`src/rtl/cxk_pkg.sv`:
```
`timescale 1ns / 1ps
// ----------------------------------------------------------------------------
// cxk_pkg
// Shared types, constants and round functions for the ChaCha20 XOR core.
// ----------------------------------------------------------------------------
package cxk_pkg;

  localparam int DOUBLE_ROUNDS = 10;
  localparam int ROUNDS        = 2 * DOUBLE_ROUNDS;
  localparam int ROUND_CNT_W   = $clog2(ROUNDS);
  localparam int DATA_W        = 64;
  localparam int CFG_IDX_W     = 3;
  localparam int CFG_DATA_W    = 64;
  localparam int POS_W         = 3;
  localparam int QUEUE_DEPTH   = 4;
  localparam int QUEUE_PTR_W   = $clog2(QUEUE_DEPTH);
  localparam int QUEUE_CNT_W   = QUEUE_PTR_W + 1;

  localparam logic [CFG_IDX_W-1:0] REG_KEY_01      = 3'd0;
  localparam logic [CFG_IDX_W-1:0] REG_KEY_23      = 3'd1;
  localparam logic [CFG_IDX_W-1:0] REG_KEY_45      = 3'd2;
  localparam logic [CFG_IDX_W-1:0] REG_KEY_67      = 3'd3;
  localparam logic [CFG_IDX_W-1:0] REG_NONCE_LOW   = 3'd4;
  localparam logic [CFG_IDX_W-1:0] REG_NONCE_HIGH  = 3'd5;
  localparam logic [CFG_IDX_W-1:0] REG_START_CTR   = 3'd6;

  localparam logic [POS_W-1:0] LAST_POS = 3'd7;

  localparam logic [31:0] SIGMA0 = 32'h6170_7865;
  localparam logic [31:0] SIGMA1 = 32'h3320_646e;
  localparam logic [31:0] SIGMA2 = 32'h7962_2d32;
  localparam logic [31:0] SIGMA3 = 32'h6b20_6574;

  typedef logic [31:0] word_t;
  typedef word_t [15:0] state_t;
  typedef word_t [3:0]  quad_t;

  typedef struct packed {
    word_t [7:0] key;
    word_t [2:0] nonce;
  } cipher_cfg_t;

  typedef struct packed {
    logic [DATA_W-1:0] data;
    logic [POS_W-1:0]  pos;
    word_t             ctr;
    logic              need_block;
  } q_entry_t;

  function automatic word_t rotl(input word_t x, input int n);
    rotl = (x << n) | (x >> (32 - n));
  endfunction

  function automatic quad_t quarter(input word_t a, input word_t b,
                                    input word_t c, input word_t d);
    word_t ta, tb, tc, td;
    ta = a + b; td = rotl(d ^ ta, 16);
    tc = c + td; tb = rotl(b ^ tc, 12);
    ta = ta + tb; td = rotl(td ^ ta, 8);
    tc = tc + td; tb = rotl(tb ^ tc, 7);
    quarter = {td, tc, tb, ta};
  endfunction

  // one column round or one diagonal round
  function automatic state_t half_round(input state_t s, input logic diag);
    state_t r;
    quad_t q0, q1, q2, q3;
    r = s;
    if (!diag) begin
      q0 = quarter(s[0], s[4], s[8],  s[12]);
      q1 = quarter(s[1], s[5], s[9],  s[13]);
      q2 = quarter(s[2], s[6], s[10], s[14]);
      q3 = quarter(s[3], s[7], s[11], s[15]);
      r[0] = q0[0]; r[4] = q0[1]; r[8]  = q0[2]; r[12] = q0[3];
      r[1] = q1[0]; r[5] = q1[1]; r[9]  = q1[2]; r[13] = q1[3];
      r[2] = q2[0]; r[6] = q2[1]; r[10] = q2[2]; r[14] = q2[3];
      r[3] = q3[0]; r[7] = q3[1]; r[11] = q3[2]; r[15] = q3[3];
    end else begin
      q0 = quarter(s[0], s[5], s[10], s[15]);
      q1 = quarter(s[1], s[6], s[11], s[12]);
      q2 = quarter(s[2], s[7], s[8],  s[13]);
      q3 = quarter(s[3], s[4], s[9],  s[14]);
      r[0] = q0[0]; r[5] = q0[1]; r[10] = q0[2]; r[15] = q0[3];
      r[1] = q1[0]; r[6] = q1[1]; r[11] = q1[2]; r[12] = q1[3];
      r[2] = q2[0]; r[7] = q2[1]; r[8]  = q2[2]; r[13] = q2[3];
      r[3] = q3[0]; r[4] = q3[1]; r[9]  = q3[2]; r[14] = q3[3];
    end
    half_round = r;
  endfunction

endpackage

```
`src/rtl/cxk_queue.sv`:
```
`timescale 1ns / 1ps
// ----------------------------------------------------------------------------
// cxk_queue
// Small FIFO of tagged words between the front and back ends.
// ----------------------------------------------------------------------------
module cxk_queue (
  input  logic              clk,
  input  logic              rst_n,
  input  logic              push,
  input  cxk_pkg::q_entry_t push_entry,
  output logic              full,
  input  logic              pop,
  output logic              head_valid,
  output cxk_pkg::q_entry_t head
);
  import cxk_pkg::*;

  q_entry_t                slots_r [QUEUE_DEPTH];
  logic [QUEUE_PTR_W-1:0]  wr_ptr_r, rd_ptr_r;
  logic [QUEUE_CNT_W-1:0]  count_r;

  assign full       = (count_r == QUEUE_CNT_W'(QUEUE_DEPTH));
  assign head_valid = (count_r != '0);
  assign head       = slots_r[rd_ptr_r];

  always_ff @(posedge clk) begin
    if (push) begin
      slots_r[wr_ptr_r] <= push_entry;
    end
  end

  always_ff @(posedge clk) begin
    if (!rst_n) begin
      wr_ptr_r <= '0;
      rd_ptr_r <= '0;
      count_r  <= '0;
    end else begin
      if (push) begin
        wr_ptr_r <= wr_ptr_r + QUEUE_PTR_W'(1);
      end
      if (pop) begin
        rd_ptr_r <= rd_ptr_r + QUEUE_PTR_W'(1);
      end
      count_r <= count_r + QUEUE_CNT_W'(push) - QUEUE_CNT_W'(pop);
    end
  end

endmodule

```
`config.mk`:
```
export PLATFORM = sky130hd
export DESIGN_NAME = cxk_queue
export DESIGN_NICKNAME = d
export VERILOG_FILES = /design/src/rtl/cxk_pkg.sv /design/src/rtl/cxk_queue.sv
export SDC_FILE = /design/constraint.sdc
export NUM_CORES = 1
export LEC_CHECK = 0
export BUFFER_PORTS_ARGS = -buffer_cell sky130_fd_sc_hd__clkbuf_2
export CORE_ASPECT_RATIO = 1.25
export CORE_UTILIZATION = 52
export DETAILED_ROUTE_END_ITERATION = 10
export GPL_TIMING_DRIVEN = 0
export PLACE_DENSITY = 0.73
export SYNTH_ARGS = -nofsm -noshare
export SYNTH_HDL_FRONTEND = slang
export SYNTH_SLANG_ARGS = --single-unit
```
`constraint.sdc`:
```
create_clock -name clk -period 3.6 [get_ports clk]
set_input_delay 0.54 -clock clk [delete_from_list [all_inputs] [get_ports clk]]
set_output_delay 0.54 -clock clk [all_outputs]
set_load 0.03 [all_outputs]
```
==> results by group <==
Synthesis
  • Top-area cell type share of the netlist area: 80.2%
  • Sequential share of the synthesized area: 81.4%
  • Post-Syn Instances: 565
  • Syn. warnings: 0
  • Top cells by area, synth: edfxtp_1 (80%), mux4_2 (15%), buf_12 (1.3%)
  • Avg Inst Size Synth: 26.5 µm²
  • Synth Register Bits: 409
  • Yosys cell types: 20
  • Synthesized cell area: 15,000 µm²
  • Largest area contributor in the netlist: edfxtp_1
  • Syn_nets: 676

Clock tree
  • Post-CTS setup buffer count: 0
  • TritonCTS clock tree: built
  • Max Root-Sink Buffers: 3
  • Clk sinks: 409
  • Worst skew pair latency: 0.52 ns
  • H-tree Lvls: 2
  • TritonCTS Buffers: 38
  • Root Driver: clkbuf_16
  • Resized cells post-CTS: 0
  • Hold-fix buffers, CTS: 0
  • Clock slew at reported path FFs: 0.06 ns

Routing
  • Antenna Nets Post-Route: 0
  • DRC: 0
  • Wire per inst: between 20 and 25 µm
  • Vias per inst: approximately 5.5
  • Vias post-DR: 6,598
  • DR iter-0 viols: 280
  • Drt pass-1 iters: 5
  • Final wirelength: approximately 26 mm

Power and ir drop
  • Static Leak: 6.14 nW
  • Max VDD drop: 493 µV
  • P per Cell Area: 606 nW/µm²

Setup path
  • Worst-path cell chain: buf_1, buf_2, mux4_2, clkbuf_2
  • Arrival time at the worst endpoint: between 2 and 2.5 ns
  • Setup crit start kind: flop
  • Delay-heaviest family, CP: buffers and inverters
  • Max incr delay on CP: 0.64 ns
  • Worst Setup End Kind: output port
  • Worst path required time: 3.06 ns
  • Slowest cell on the critical path: buf_1
  • Critical path class: flop to output port
  • Critical path buffers and inverters: 3
  • CP max FO: 10

Placed design
  • Routability cong.: between 0.7 and 0.8
  • Area post-placement: 16,600 µm²
  • IO Port Bufs: slightly above 200
  • Detailed Place HPWL: between 15 and 20 mm

STA
  • Minimum clock period: 3.00 ns
  • RSZ-0062 raised after global routing: no
  • Endpoints failing hold: 0
  • Clk_skew: 0.00925 ns
  • Max-slew violations: 0
  • Setup violators final: 0
  • Fin crit share: between 80% and 90%
  • Max-slew headroom: 43.2%
  • Sum Neg Setup Slack: 0 ns
  • Highest clock rate: around 0.33 GHz
  • Worst-Margin Slew: ~0.85 ns

Job
  • Max Cap Viol: 0

Final layout
  • FILL cells: 1,859
  • Layout cell share with drive strength beyond 1: 46.5%
  • P&R area growth vs syn: 19.6%
  • Final Cell Area: 17,900 µm²
  • Layout Nets: 929
  • Ant. Diodes: 0

Floorplan
  • I/O Pins: 206
  • Die W: 154 µm
  • Die area: 29,500 µm²
  • Die Height: 192 µm
  • Core region area: 28,400 µm²
  • Initial core utilization: between 50% and 60%
  • FP Rows: 69

Global route
  • Vias in the first global route: around 7.2k
  • Largest net degree at the start of global routing: 40
  • Total GRT Usage: 18.2%
  • Total overflow reported by the global router: 0
  • Initial antenna violation count: 1
  • Global-route wire length before repair: 40.1 mm

Outcome
  • Status: finished, final reports clean

Min path
  • HP Class: input port to flop
## worst register-to-register path, delay by kind of cell, from the launching register on
kind	cells	cell delay (ns)
buf+inv	3	0.67
simple gates	1	0.41
flops	1	0.34
fa+ha+maj	1	0.17
## power by group
part | internal (W) | switching (W)
clock | 0.00241 | 0.00159
combinational | 0.000509 | 0.000811
sequential | 0.00547 | 0.0000556
total | 0.00839 | 0.00246
## flip-flops by register name, indices dropped and copies added (netlist names), named ones only
name      cells
rd_ptr_r      2
slots_r     400
wr_ptr_r      2
count_r       3
## final cells by class
cell class	count	area (µm²)	share of cell area [%]
plain buffers	22	265	1.48
clock buffers	46	1040	5.84
clock inverters	19	214	1.20
inverters	7	26.3	0.147
multi-input cells	127	2500	14.0
flip-flops and latches	409	12200	68.1
well taps	355	444	2.48
repair buffers	213	1220	6.79
## kinds of logic after synthesis
group,Yosys count,share of synthesized area [%]
DFF,409,81.4
muxes,101,15.1
buffers and inverters,29,1.95
and+or+nand+nor,14,0.510
adders and majority gates,7,0.635
xor gates and xnor gates,3,0.276
AOI/OAI and AO/OA,2,0.100
## final timing paths
| path | startpoint | depth (start not counted) | slack [ns] | endpoint |
|---|---|---|---|---|
| min | push_entry[21] | 1 | 0.23 | slots_r[2][21] |
| max | flop | 4 | 0.60 | head[92] |
| min reg2reg | rd_ptr_r[0] | 2 | 0.56 | rd_ptr_r[1] |
| max reg2reg | wr_ptr_r[1] | 5 | 1.64 | slots_r[1][60] |
## routing by layer
metal	global-route usage, %	vias to the layer above	wire, µm
met1	21.6	3422	9820
met5	0	-	0
li1	-	2945	-
met2	32.4	182	14100
met4	7.65	0	823
met3	3.99	49	1350
## cells in the final DEF, fill, tap and decap left out
cell | synthesis | final
xor3_1 | 1 | 1
buf_6 | 1 | 1
a21bo_2 | 1 | 1
clkinv_1 | 0 | 7
inv_1 | 7 | 7
ha_1 | 6 | 6
clkbuf_16 | 0 | 41
clkinv_2 | 0 | 6
buf_2 | 10 | 10
buf_12 | 10 | 14
clkbuf_1 | 0 | 5
and2_1 | 6 | 2
bufinv_16 | 0 | 5
clkinvlp_4 | 0 | 1
edfxtp_1 | 400 | 400
xnor2_1 | 2 | 2
and3_1 | 1 | 1
buf_16 | 0 | 4
nor2_1 | 5 | 5
and2_4 | 0 | 4
fa_1 | 1 | 1
nand3b_1 | 1 | 1
mux2i_1 | 1 | 1
clkbuf_2 | 0 | 205
mux4_2 | 100 | 100
dfxtp_1 | 9 | 9
buf_1 | 1 | 1
or3_1 | 1 | 1
a21oi_1 | 1 | 1
## cell usage after synthesis
cell and instances:
xnor2_1 2, mux4_2 100, buf_1 1, xor3_1 1
buf_6 1, a21oi_1 1, buf_12 10, a21bo_2 1
dfxtp_1 9, ha_1 6, mux2i_1 1, inv_1 7
and3_1 1, and2_1 6, edfxtp_1 400, nand3b_1 1
fa_1 1, buf_2 10, nor2_1 5, or3_1 1
## through the flow
step	power (W)	setup slack [ns]	utilization [%]	std cells	hold WS [ns]
CTS	0.0110	0.535	63.0	1198	0.206
detailed placement	0.00697	1.10	58.6	1133	0.546
global route	0.0112	0.453	63.0	1198	0.211
floorplan	0.00654	0.277	-	565	0.499
finish	0.0109	0.604	63.0	1198	0.232
global placement	0.00692	-1.36	57.9	1125	0.513
Note: power is estimated with default switching activity, not from simulation.
