$ cat config.mk
export PLATFORM = sky130hd
export DESIGN_NAME = cxk_front
export DESIGN_NICKNAME = d
export VERILOG_FILES = /design/src/rtl/cxk_pkg.sv /design/src/rtl/cxk_front.sv
export SDC_FILE = /design/constraint.sdc
export NUM_CORES = 1
export LEC_CHECK = 0
export BUFFER_PORTS_ARGS = -buffer_cell sky130_fd_sc_hd__buf_2
export CORE_MARGIN = 3
export CORE_UTILIZATION = 39
export DETAILED_ROUTE_END_ITERATION = 6
export GPL_ROUTABILITY_DRIVEN = 0
export PLACE_DENSITY = 0.84
export SYNTH_ARGS = -nofsm -noshare
export SYNTH_HDL_FRONTEND = slang
export SYNTH_SLANG_ARGS = --single-unit
$ cat constraint.sdc
create_clock -name clk -period 2.6 [get_ports clk]
set_clock_uncertainty 0.15 [all_clocks]
set_input_delay 0.13 -clock clk [delete_from_list [all_inputs] [get_ports clk]]
set_output_delay 0.13 -clock clk [all_outputs]
set_load 0.01 [all_outputs]
$ cat src/rtl/cxk_pkg.sv
`timescale 1ns / 1ps
// ----------------------------------------------------------------------------
// cxk_pkg
// Shared types, constants and round functions for the ChaCha20 XOR core.
// ----------------------------------------------------------------------------
package cxk_pkg;

  localparam int DOUBLE_ROUNDS = 10;
  localparam int ROUNDS        = 2 * DOUBLE_ROUNDS;
  localparam int ROUND_CNT_W   = $clog2(ROUNDS);
  localparam int DATA_W        = 64;
  localparam int CFG_IDX_W     = 3;
  localparam int CFG_DATA_W    = 64;
  localparam int POS_W         = 3;
  localparam int QUEUE_DEPTH   = 4;
  localparam int QUEUE_PTR_W   = $clog2(QUEUE_DEPTH);
  localparam int QUEUE_CNT_W   = QUEUE_PTR_W + 1;

  localparam logic [CFG_IDX_W-1:0] REG_KEY_01      = 3'd0;
  localparam logic [CFG_IDX_W-1:0] REG_KEY_23      = 3'd1;
  localparam logic [CFG_IDX_W-1:0] REG_KEY_45      = 3'd2;
  localparam logic [CFG_IDX_W-1:0] REG_KEY_67      = 3'd3;
  localparam logic [CFG_IDX_W-1:0] REG_NONCE_LOW   = 3'd4;
  localparam logic [CFG_IDX_W-1:0] REG_NONCE_HIGH  = 3'd5;
  localparam logic [CFG_IDX_W-1:0] REG_START_CTR   = 3'd6;

  localparam logic [POS_W-1:0] LAST_POS = 3'd7;

  localparam logic [31:0] SIGMA0 = 32'h6170_7865;
  localparam logic [31:0] SIGMA1 = 32'h3320_646e;
  localparam logic [31:0] SIGMA2 = 32'h7962_2d32;
  localparam logic [31:0] SIGMA3 = 32'h6b20_6574;

  typedef logic [31:0] word_t;
  typedef word_t [15:0] state_t;
  typedef word_t [3:0]  quad_t;

  typedef struct packed {
    word_t [7:0] key;
    word_t [2:0] nonce;
  } cipher_cfg_t;

  typedef struct packed {
    logic [DATA_W-1:0] data;
    logic [POS_W-1:0]  pos;
    word_t             ctr;
    logic              need_block;
  } q_entry_t;

  function automatic word_t rotl(input word_t x, input int n);
    rotl = (x << n) | (x >> (32 - n));
  endfunction

  function automatic quad_t quarter(input word_t a, input word_t b,
                                    input word_t c, input word_t d);
    word_t ta, tb, tc, td;
    ta = a + b; td = rotl(d ^ ta, 16);
    tc = c + td; tb = rotl(b ^ tc, 12);
    ta = ta + tb; td = rotl(td ^ ta, 8);
    tc = tc + td; tb = rotl(tb ^ tc, 7);
    quarter = {td, tc, tb, ta};
  endfunction

  // one column round or one diagonal round
  function automatic state_t half_round(input state_t s, input logic diag);
    state_t r;
    quad_t q0, q1, q2, q3;
    r = s;
    if (!diag) begin
      q0 = quarter(s[0], s[4], s[8],  s[12]);
      q1 = quarter(s[1], s[5], s[9],  s[13]);
      q2 = quarter(s[2], s[6], s[10], s[14]);
      q3 = quarter(s[3], s[7], s[11], s[15]);
      r[0] = q0[0]; r[4] = q0[1]; r[8]  = q0[2]; r[12] = q0[3];
      r[1] = q1[0]; r[5] = q1[1]; r[9]  = q1[2]; r[13] = q1[3];
      r[2] = q2[0]; r[6] = q2[1]; r[10] = q2[2]; r[14] = q2[3];
      r[3] = q3[0]; r[7] = q3[1]; r[11] = q3[2]; r[15] = q3[3];
    end else begin
      q0 = quarter(s[0], s[5], s[10], s[15]);
      q1 = quarter(s[1], s[6], s[11], s[12]);
      q2 = quarter(s[2], s[7], s[8],  s[13]);
      q3 = quarter(s[3], s[4], s[9],  s[14]);
      r[0] = q0[0]; r[5] = q0[1]; r[10] = q0[2]; r[15] = q0[3];
      r[1] = q1[0]; r[6] = q1[1]; r[11] = q1[2]; r[12] = q1[3];
      r[2] = q2[0]; r[7] = q2[1]; r[8]  = q2[2]; r[13] = q2[3];
      r[3] = q3[0]; r[4] = q3[1]; r[9]  = q3[2]; r[14] = q3[3];
    end
    half_round = r;
  endfunction

endpackage

$ cat src/rtl/cxk_front.sv
`timescale 1ns / 1ps
// ----------------------------------------------------------------------------
// cxk_front
// Tracks word position and block counter, tags each word for the back end.
// ----------------------------------------------------------------------------
module cxk_front (
  input  logic                          clk,
  input  logic                          rst_n,
  input  logic                          in_valid,
  input  logic [cxk_pkg::DATA_W-1:0]    in_data_word,
  input  logic                          in_restart,
  output logic                          in_ready,
  input  cxk_pkg::word_t                start_counter,
  input  logic                          q_full,
  output logic                          q_push,
  output cxk_pkg::q_entry_t             q_entry
);
  import cxk_pkg::*;

  word_t            block_counter_r, block_counter_nxt;
  logic [POS_W-1:0] word_pos_r, word_pos_nxt;
  logic             ks_ready_r, ks_ready_nxt;
  word_t            cur_ctr;
  logic [POS_W-1:0] cur_pos;
  logic             cur_need;

  assign in_ready = !q_full;
  assign q_push   = in_valid && !q_full;

  always_comb begin
    cur_ctr  = in_restart ? start_counter : block_counter_r;
    cur_pos  = in_restart ? '0 : word_pos_r;
    cur_need = in_restart ? 1'b1 : !ks_ready_r;
    q_entry  = '{data: in_data_word, pos: cur_pos, ctr: cur_ctr, need_block: cur_need};
    block_counter_nxt = block_counter_r;
    word_pos_nxt      = word_pos_r;
    ks_ready_nxt      = ks_ready_r;
    if (q_push) begin
      word_pos_nxt = cur_pos + POS_W'(1);
      if (cur_pos == LAST_POS) begin
        block_counter_nxt = cur_ctr + 32'd1;
        ks_ready_nxt      = 1'b0;
      end else begin
        block_counter_nxt = cur_ctr;
        ks_ready_nxt      = 1'b1;
      end
    end
  end

  always_ff @(posedge clk) begin
    if (!rst_n) begin
      block_counter_r <= '0;
      word_pos_r      <= '0;
      ks_ready_r      <= 1'b0;
    end else begin
      block_counter_r <= block_counter_nxt;
      word_pos_r      <= word_pos_nxt;
      ks_ready_r      <= ks_ready_nxt;
    end
  end

endmodule

==> results of run 1 <==
[cell type report]
class / count / area [um2]
Multi-Input combinational cell: 256 / 1880
Clock inverter: 1 / 30.0
Timing Repair Buffer: 90 / 503
Fill cell: 788 / 4450
Tap cell: 102 / 128
Inverter: 10 / 37.5
Sequential cell: 36 / 721
Clock buffer: 7 / 96.3
[path summary, 6_finish.rpt]
check,end,depth (start not counted),slack [ns],from
worst min-delay path,block_counter_r[25],4,0.08,start_counter[25]
worst min register to register,word_pos_r[2],2,0.33,word_pos_r[2]
worst max register to register,block_counter_r[31],9,0.23,word_pos_r[0]
worst max-delay path,block_counter_r[31],9,0.23,word_pos_r[0]
[worst reg2reg max path: stages, from the launching register on]
cell      delay (ns)
dfxtp_1         0.33
nor2b_4         0.16
ha_2            0.20
ha_4            0.17
inv_1           0.09
a21oi_4         0.16
nand4_2         0.23
buf_4           0.24
o311ai_0        0.37
o211ai_1        0.14
[registers in the layout, indices dropped and copies added, names as in the netlist]
register         flops
ks_ready_r           1
word_pos_r           3
block_counter_r     32
[cell families (layout without fill, tap and decap cells)]
kind of cell / count (synthesis) / after routing / share of synthesized area (%)
compound gates: 62 / 62 / 15.4
xor+xnor: 10 / 10 / 2.74
fa+ha+maj: 3 / 3 / 1.17
buf+inv: 96 / 108 / 20.1
flops: 36 / 36 / 22.5
mux: 32 / 32 / 10.9
simple gates: 149 / 149 / 27.1
[layout by cell type, fill, tap and decap left out, drive strengths merged, types with 4 or more instances in the layout]
cell type / n
buf: 90
mux2: 24
nand3: 43
a211oi: 4
xnor2: 6
o21ai: 12
or4: 8
nor2: 8
dfxtp: 36
nand3b: 7
nand4: 15
nor2b: 4
o211ai: 11
nand2: 37
a21oi: 5
and2: 8
inv: 10
mux2i: 8
a21boi: 6
nand4b: 4
xor2: 4
clkbuf: 7
nand2b: 5
[stage by stage]
step	power [mW]	instances	hold slack (ns)
5_1_grt	1.48	502	0.110
3_3_place_gp	0.881	494	0.110
3_5_place_dp	0.888	494	0.110
2_1_floorplan	0.880	388	0.161
4_1_cts	1.43	502	0.0869
6_report	1.42	502	0.0808
[power by group]
part           leakage (nW)  internal, mW  total (mW)  switching (mW)
clock network        0.0645         0.339       0.546           0.207
logic                  1.18         0.124       0.287           0.163
registers             0.293         0.571       0.589          0.0173
total                  1.53          1.03        1.42           0.387
[layer usage]
metal  global-route usage, %  vias to the layer above  wire length [um]
met4                    9.00                        0               324
li1                        -                     1366                 -
met3                    5.96                       51               776
met5                       0                        -                 0
met1                    21.2                     1348              3300
met2                    29.9                      137              4050
==> results.md, run 1 <==
* Post-Syn Nets at 492
* Die Span Y at 96.6 um
* Warnings from Yosys at 0
* Initial Util at 40.8%
* Seq/Total Area, Yosys at 22.5%
* Synth Flop Type: dfxtp_1
* RSZ-0062 raised after global routing: false
* Vias per inst at 5.78
* FP Rows at 32
* Fmax at 0.422 GHz
* Latest clock arrival within the worst-skew pair at 0.29 ns
* Tot GR Track Use at 18.2%
* Number of routed nets with antenna violations at 0
* Antenna cells at 0
* Post-synth top area share at 22.5%
* Number of setup buffers added after CTS at 0
* Leakage power at 1.53 nW
* IO Count at 203
* Number of nets in the layout at 503
* Share of cells above drive strength 1 at 35.3%
* WP data required at 2.61 ns
* Syn Area/Cell at 8.25 um2
* Mapped Cells at 388
* Pwr dens at 418 nW/um2
* Count leader, synth: buf_4
* Drt total wl at 8450 um
* Fin crit period at 2.37 ns
* Initial antenna violation count at 0
* Setup TNS at 0 ns
* Crit path launch type: register
* H-tree depth at 2
* CTS Buffer Depth at 2
* Max VDD drop at 0.154 mV
* Rel. slew slack at 53.9%
* Die area at 9330 um2
* CP Class: reg2reg
* Top post-synthesis cells by count: buf_4, nand3_1, nand2_1
* Vias at 2902
* Die X at 96.6 um
* Buf/Inv on CP at 2
* Growth of design area from synthesis to finish at 6.18%
* Count of final hold-check violations at 0
* WL/cell at 16.8 um
* Crit. End Element: register
* CTS Buf Count at 5
* Initial DRC count at 132
* Clk sinks at 36
* Clock slew at reported path FFs at 0.08 ns
* Synth Cell Area at 3200 um2
* DR pass1 iterations at 4
* CP delay by family, top: compound AO/OA/AOI/OAI gates
* DRC violations left at 0
* Final setup viols at 0
* Max Cap Viol at 0
* CP max stage cell: o311ai_0
* Synth area leader: dfxtp_1
* First-pass GRT wire length at 13400 um
* Distinct cells, synth at 53
* GRT overflow at 0
* Root Buffer: clkbuf_8
* Cts repair resizes at 0
* Core Region at 7850 um2
* Vias in the first global route at 2918
* Max Slew Vio Count at 0
* Hold_buf cts at 0
* Worst slack, placed at 0.0832 ns
* Crit share post-route at 91.1%
* CTS tree: built
* Final HPWL DP at 6490 um
* WP data arrival at 2.38 ns
* Slew @ Worst Pin at 0.691 ns
* EDFF count, synth at 0
* Largest net degree at the start of global routing at 41
* Final Worst Setup Slack at 0.230 ns
* Worst hold path type: in2reg
* Post-layout util at 43.3%
* Placed Area at 3270 um2
* Port Buf Inserts at 74
* Area contributors post-synth: dfxtp_1, buf_4, mux2_2
* Status: complete, no violations
* Max stage delay on crit path at 0.37 ns
* Non-Filler Cell Area, Final at 3400 um2
* CP Max Fanout at 8
* Flops & latches, synth at 36
* Crit-path cells: nor2b_4 -> ha_2 -> ha_4 -> inv_1 -> a21oi_4 -> nand4_2 -> buf_4 -> o311ai_0 -> o211ai_1
* Synth async-reset ratio at 0%
(Power assumes the default switching activity.)
==> run 2: changes to the inputs <==
--- a/config.mk
+++ b/config.mk
@@ -10,7 +10,7 @@
 export CORE_UTILIZATION = 39
 export DETAILED_ROUTE_END_ITERATION = 6
 export GPL_ROUTABILITY_DRIVEN = 0
-export PLACE_DENSITY = 0.84
+export PLACE_DENSITY = 0.77
 export SYNTH_ARGS = -nofsm -noshare
 export SYNTH_HDL_FRONTEND = slang
 export SYNTH_SLANG_ARGS = --single-unit
==> run 2 against run 1 <==
Compared with the run above:
- critical endpoint is now block_counter_r[28]
- critical path type unchanged
- clock-buffer cell count is the same
- hold slack gained 0.017 ns
- clock power shrank 19%
==> results.md, run 2 (synthesis results as in run 1) <==
* CP max stage cell: or4_1 (was o311ai_0)
* DR pass1 iterations at 4 (unchanged)
* CTS Buffer Depth at 2 (unchanged)
* Share of cells above drive strength 1 at 35.1% (was 35.3%)
* Non-Filler Cell Area, Final at 3370 um2 (was 3400 um2)
* Growth of design area from synthesis to finish at 5.24% (was 6.18%)
* Max reg flops at 32 (unchanged)
* Crit-path cells: nor2b_4 -> ha_2 -> ha_4 -> nand2_2 -> a211oi_4 -> nand4_1 -> or4_1 -> o211ai_1 (was nor2b_4 -> ha_2 -> ha_4 -> inv_1 -> a21oi_4 -> nand4_2 -> buf_4 -> o311ai_0 -> o211ai_1)
* Clock network power share at 33.7% (was 38.4%)
* Vias in the first global route at 2750 (was 2918)
* Die X at 96.6 um (unchanged)
* Worst slack, placed at 0.135 ns (was 0.0832 ns)
* H-tree depth at 2 (unchanged)
* Number of nets in the layout at 503 (unchanged)
* Final setup viols at 0 (unchanged)
* RSZ-0062 raised after global routing: false (unchanged)
* Max Cap Viol at 0 (unchanged)
* Reg-to-reg startpoint: word_pos_r[0] (unchanged)
* Number of routed nets with antenna violations at 0 (unchanged)
* Biggest register: block_counter_r (unchanged)
* Commonest non-fill, non-tap cells in the layout: buf_2, nand3_1, nand2_1, dfxtp_1, mux2_2 (unchanged)
* Largest net degree at the start of global routing at 45 (was 41)
* Root Buffer: clkbuf_8 (unchanged)
* Die Span Y at 96.6 um (unchanged)
* Max VDD drop at 0.163 mV (was 0.154 mV)
* Crit path launch type: register (unchanged)
* Initial antenna violation count at 0 (unchanged)
* Core Region at 7850 um2 (unchanged)
* Drt total wl at 7910 um (was 8450 um)
* Latest clock arrival within the worst-skew pair at 0.29 ns (about the same)
* CTS Buf Count at 5 (unchanged)
* Die area at 9330 um2 (unchanged)
* Tot GR Track Use at 16.8% (was 18.2%)
* Crit. End Element: register (unchanged)
* Cts repair resizes at 0 (unchanged)
* Clk sinks at 36 (unchanged)
* Placed Area at 3270 um2 (unchanged)
* Hold WS at 0.0979 ns (was 0.0808 ns)
* Buf/Inv on CP at 0 (was 2)
* Worst Min Path Start: start_counter[20] (was start_counter[25])
* DRC violations left at 0 (unchanged)
* Final Worst Setup Slack at 0.262 ns (was 0.230 ns)
* Hold Path Sink: block_counter_r[20] (was block_counter_r[25])
* Status: complete, no violations (unchanged)
* CP delay by family, top: simple AND/OR/NAND/NOR gates (was compound AO/OA/AOI/OAI gates)
* Slew @ Worst Pin at 0.681 ns (was 0.691 ns)
* WL/cell at 15.8 um (was 16.8 um)
* Number of setup buffers added after CTS at 0 (unchanged)
* Count of final hold-check violations at 0 (unchanged)
* R2r setup slk at 0.26 ns (was 0.23 ns)
* Clock slew at reported path FFs at 0.07 ns (was 0.08 ns)
* CTS tree: built (unchanged)
* Fin crit period at 2.34 ns (was 2.37 ns)
* Biggest regs: block_counter_r: 32 flops, word_pos_r: 3 flops, ks_ready_r: 1 flops (unchanged)
* Port Buf Inserts at 74 (unchanged)
* Fmax at 0.428 GHz (was 0.422 GHz)
* Commonest non-fill, non-tap cell in the layout: buf_2 (unchanged)
* Worst hold path type: in2reg (unchanged)
* Antenna cells at 0 (unchanged)
* First-pass GRT wire length at 12500 um (was 13400 um)
* Sw frac at 29.1% (was 27.3%)
* Vias per inst at 5.65 (was 5.78)
* Hold_buf cts at 0 (unchanged)
* WP data arrival at 2.41 ns (was 2.38 ns)
* Vias at 2829 (was 2902)
* Initial DRC count at 121 (was 132)
* IO Count at 203 (unchanged)
* Reg-to-reg endpoint: block_counter_r[28] (was block_counter_r[31])
* Final HPWL DP at 5960 um (was 6490 um)
* Switching power at 0.382 mW (was 0.387 mW)
* Crit share post-route at 89.9% (was 91.1%)
* GRT overflow at 0 (unchanged)
* Comb pwr share at 21.5% (was 20.2%)
* Post-layout util at 42.9% (was 43.3%)
* FP Rows at 32 (unchanged)
* Part of the power in registers at 44.9% (was 41.4%)
* Cell Int Power at 0.930 mW (was 1.03 mW)
* Max Slew Vio Count at 0 (unchanged)
* Length in cells of the worst reg-to-reg path at 8 (was 9)
* Initial Util at 40.8% (unchanged)
* Rel. slew slack at 54.6% (was 53.9%)
* Leakage power at 1.52 nW (was 1.53 nW)
* Pwr dens at 390 nW/um2 (was 418 nW/um2)
* WP data required at 2.67 ns (was 2.61 ns)
* CP Max Fanout at 6 (was 8)
* Hold depth at 5 (was 4)
* Setup TNS at 0 ns (unchanged)
* CP Class: reg2reg (unchanged)
* Max stage delay on crit path at 0.54 ns (was 0.37 ns)
## run 2: worst reg2reg max path, stage by stage, from the launching register on
cell and delay, ns:
dfxtp_1 0.34, nor2b_4 0.16, ha_2 0.19, ha_4 0.18, nand2_2 0.13, a211oi_4 0.25
nand4_1 0.24, or4_1 0.54, o211ai_1 0.10
## run 2: how the worst max path moves through the flow
stage / from / depth (start not counted) / to / slack (ns)
5_1_grt: word_pos_r[1] / 8 / block_counter_r[28] / 0.09
3_3_place_gp: in_restart / 7 / block_counter_r[30] / 0.21
3_5_place_dp: in_restart / 7 / block_counter_r[30] / 0.13
2_1_floorplan: in_restart / 12 / block_counter_r[28] / 0.01
4_1_cts: word_pos_r[0] / 8 / block_counter_r[28] / 0.25
6_report: word_pos_r[0] / 8 / block_counter_r[28] / 0.26
## run 2: final cells by class
cell class	instances	area, um2
fillers	831	4480
inverters	10	37.5
well taps	102	128
repair buffers	90	503
clock buffers	7	96.3
flip-flops and latches	36	721
multi-input cells	256	1880
## run 2: stage by stage
stage | std cells | power (mW)
floorplan | 388 | 0.880
global placement | 494 | 0.879
detailed placement | 494 | 0.884
CTS | 501 | 1.32
global route | 501 | 1.37
finish | 501 | 1.31
## run 2: metal layers
| layer | track usage, % | share of wire [%] | up-vias |
|---|---|---|---|
| met5 | 0 | 0 | - |
| met4 | 7.01 | 2.0 | 0 |
| met3 | 4.88 | 8.2 | 24 |
| met2 | 28.1 | 49 | 109 |
| met1 | 20.0 | 41 | 1331 |
| li1 | - | - | 1365 |
## run 2: power groups by stage
stage	logic [mW]	clock network [mW]	registers (mW)
floorplan	0.283	0	0.597
global placement	0.279	0	0.600
detailed placement	0.283	0	0.601
CTS	0.284	0.446	0.589
global route	0.311	0.469	0.591
finish	0.282	0.442	0.589
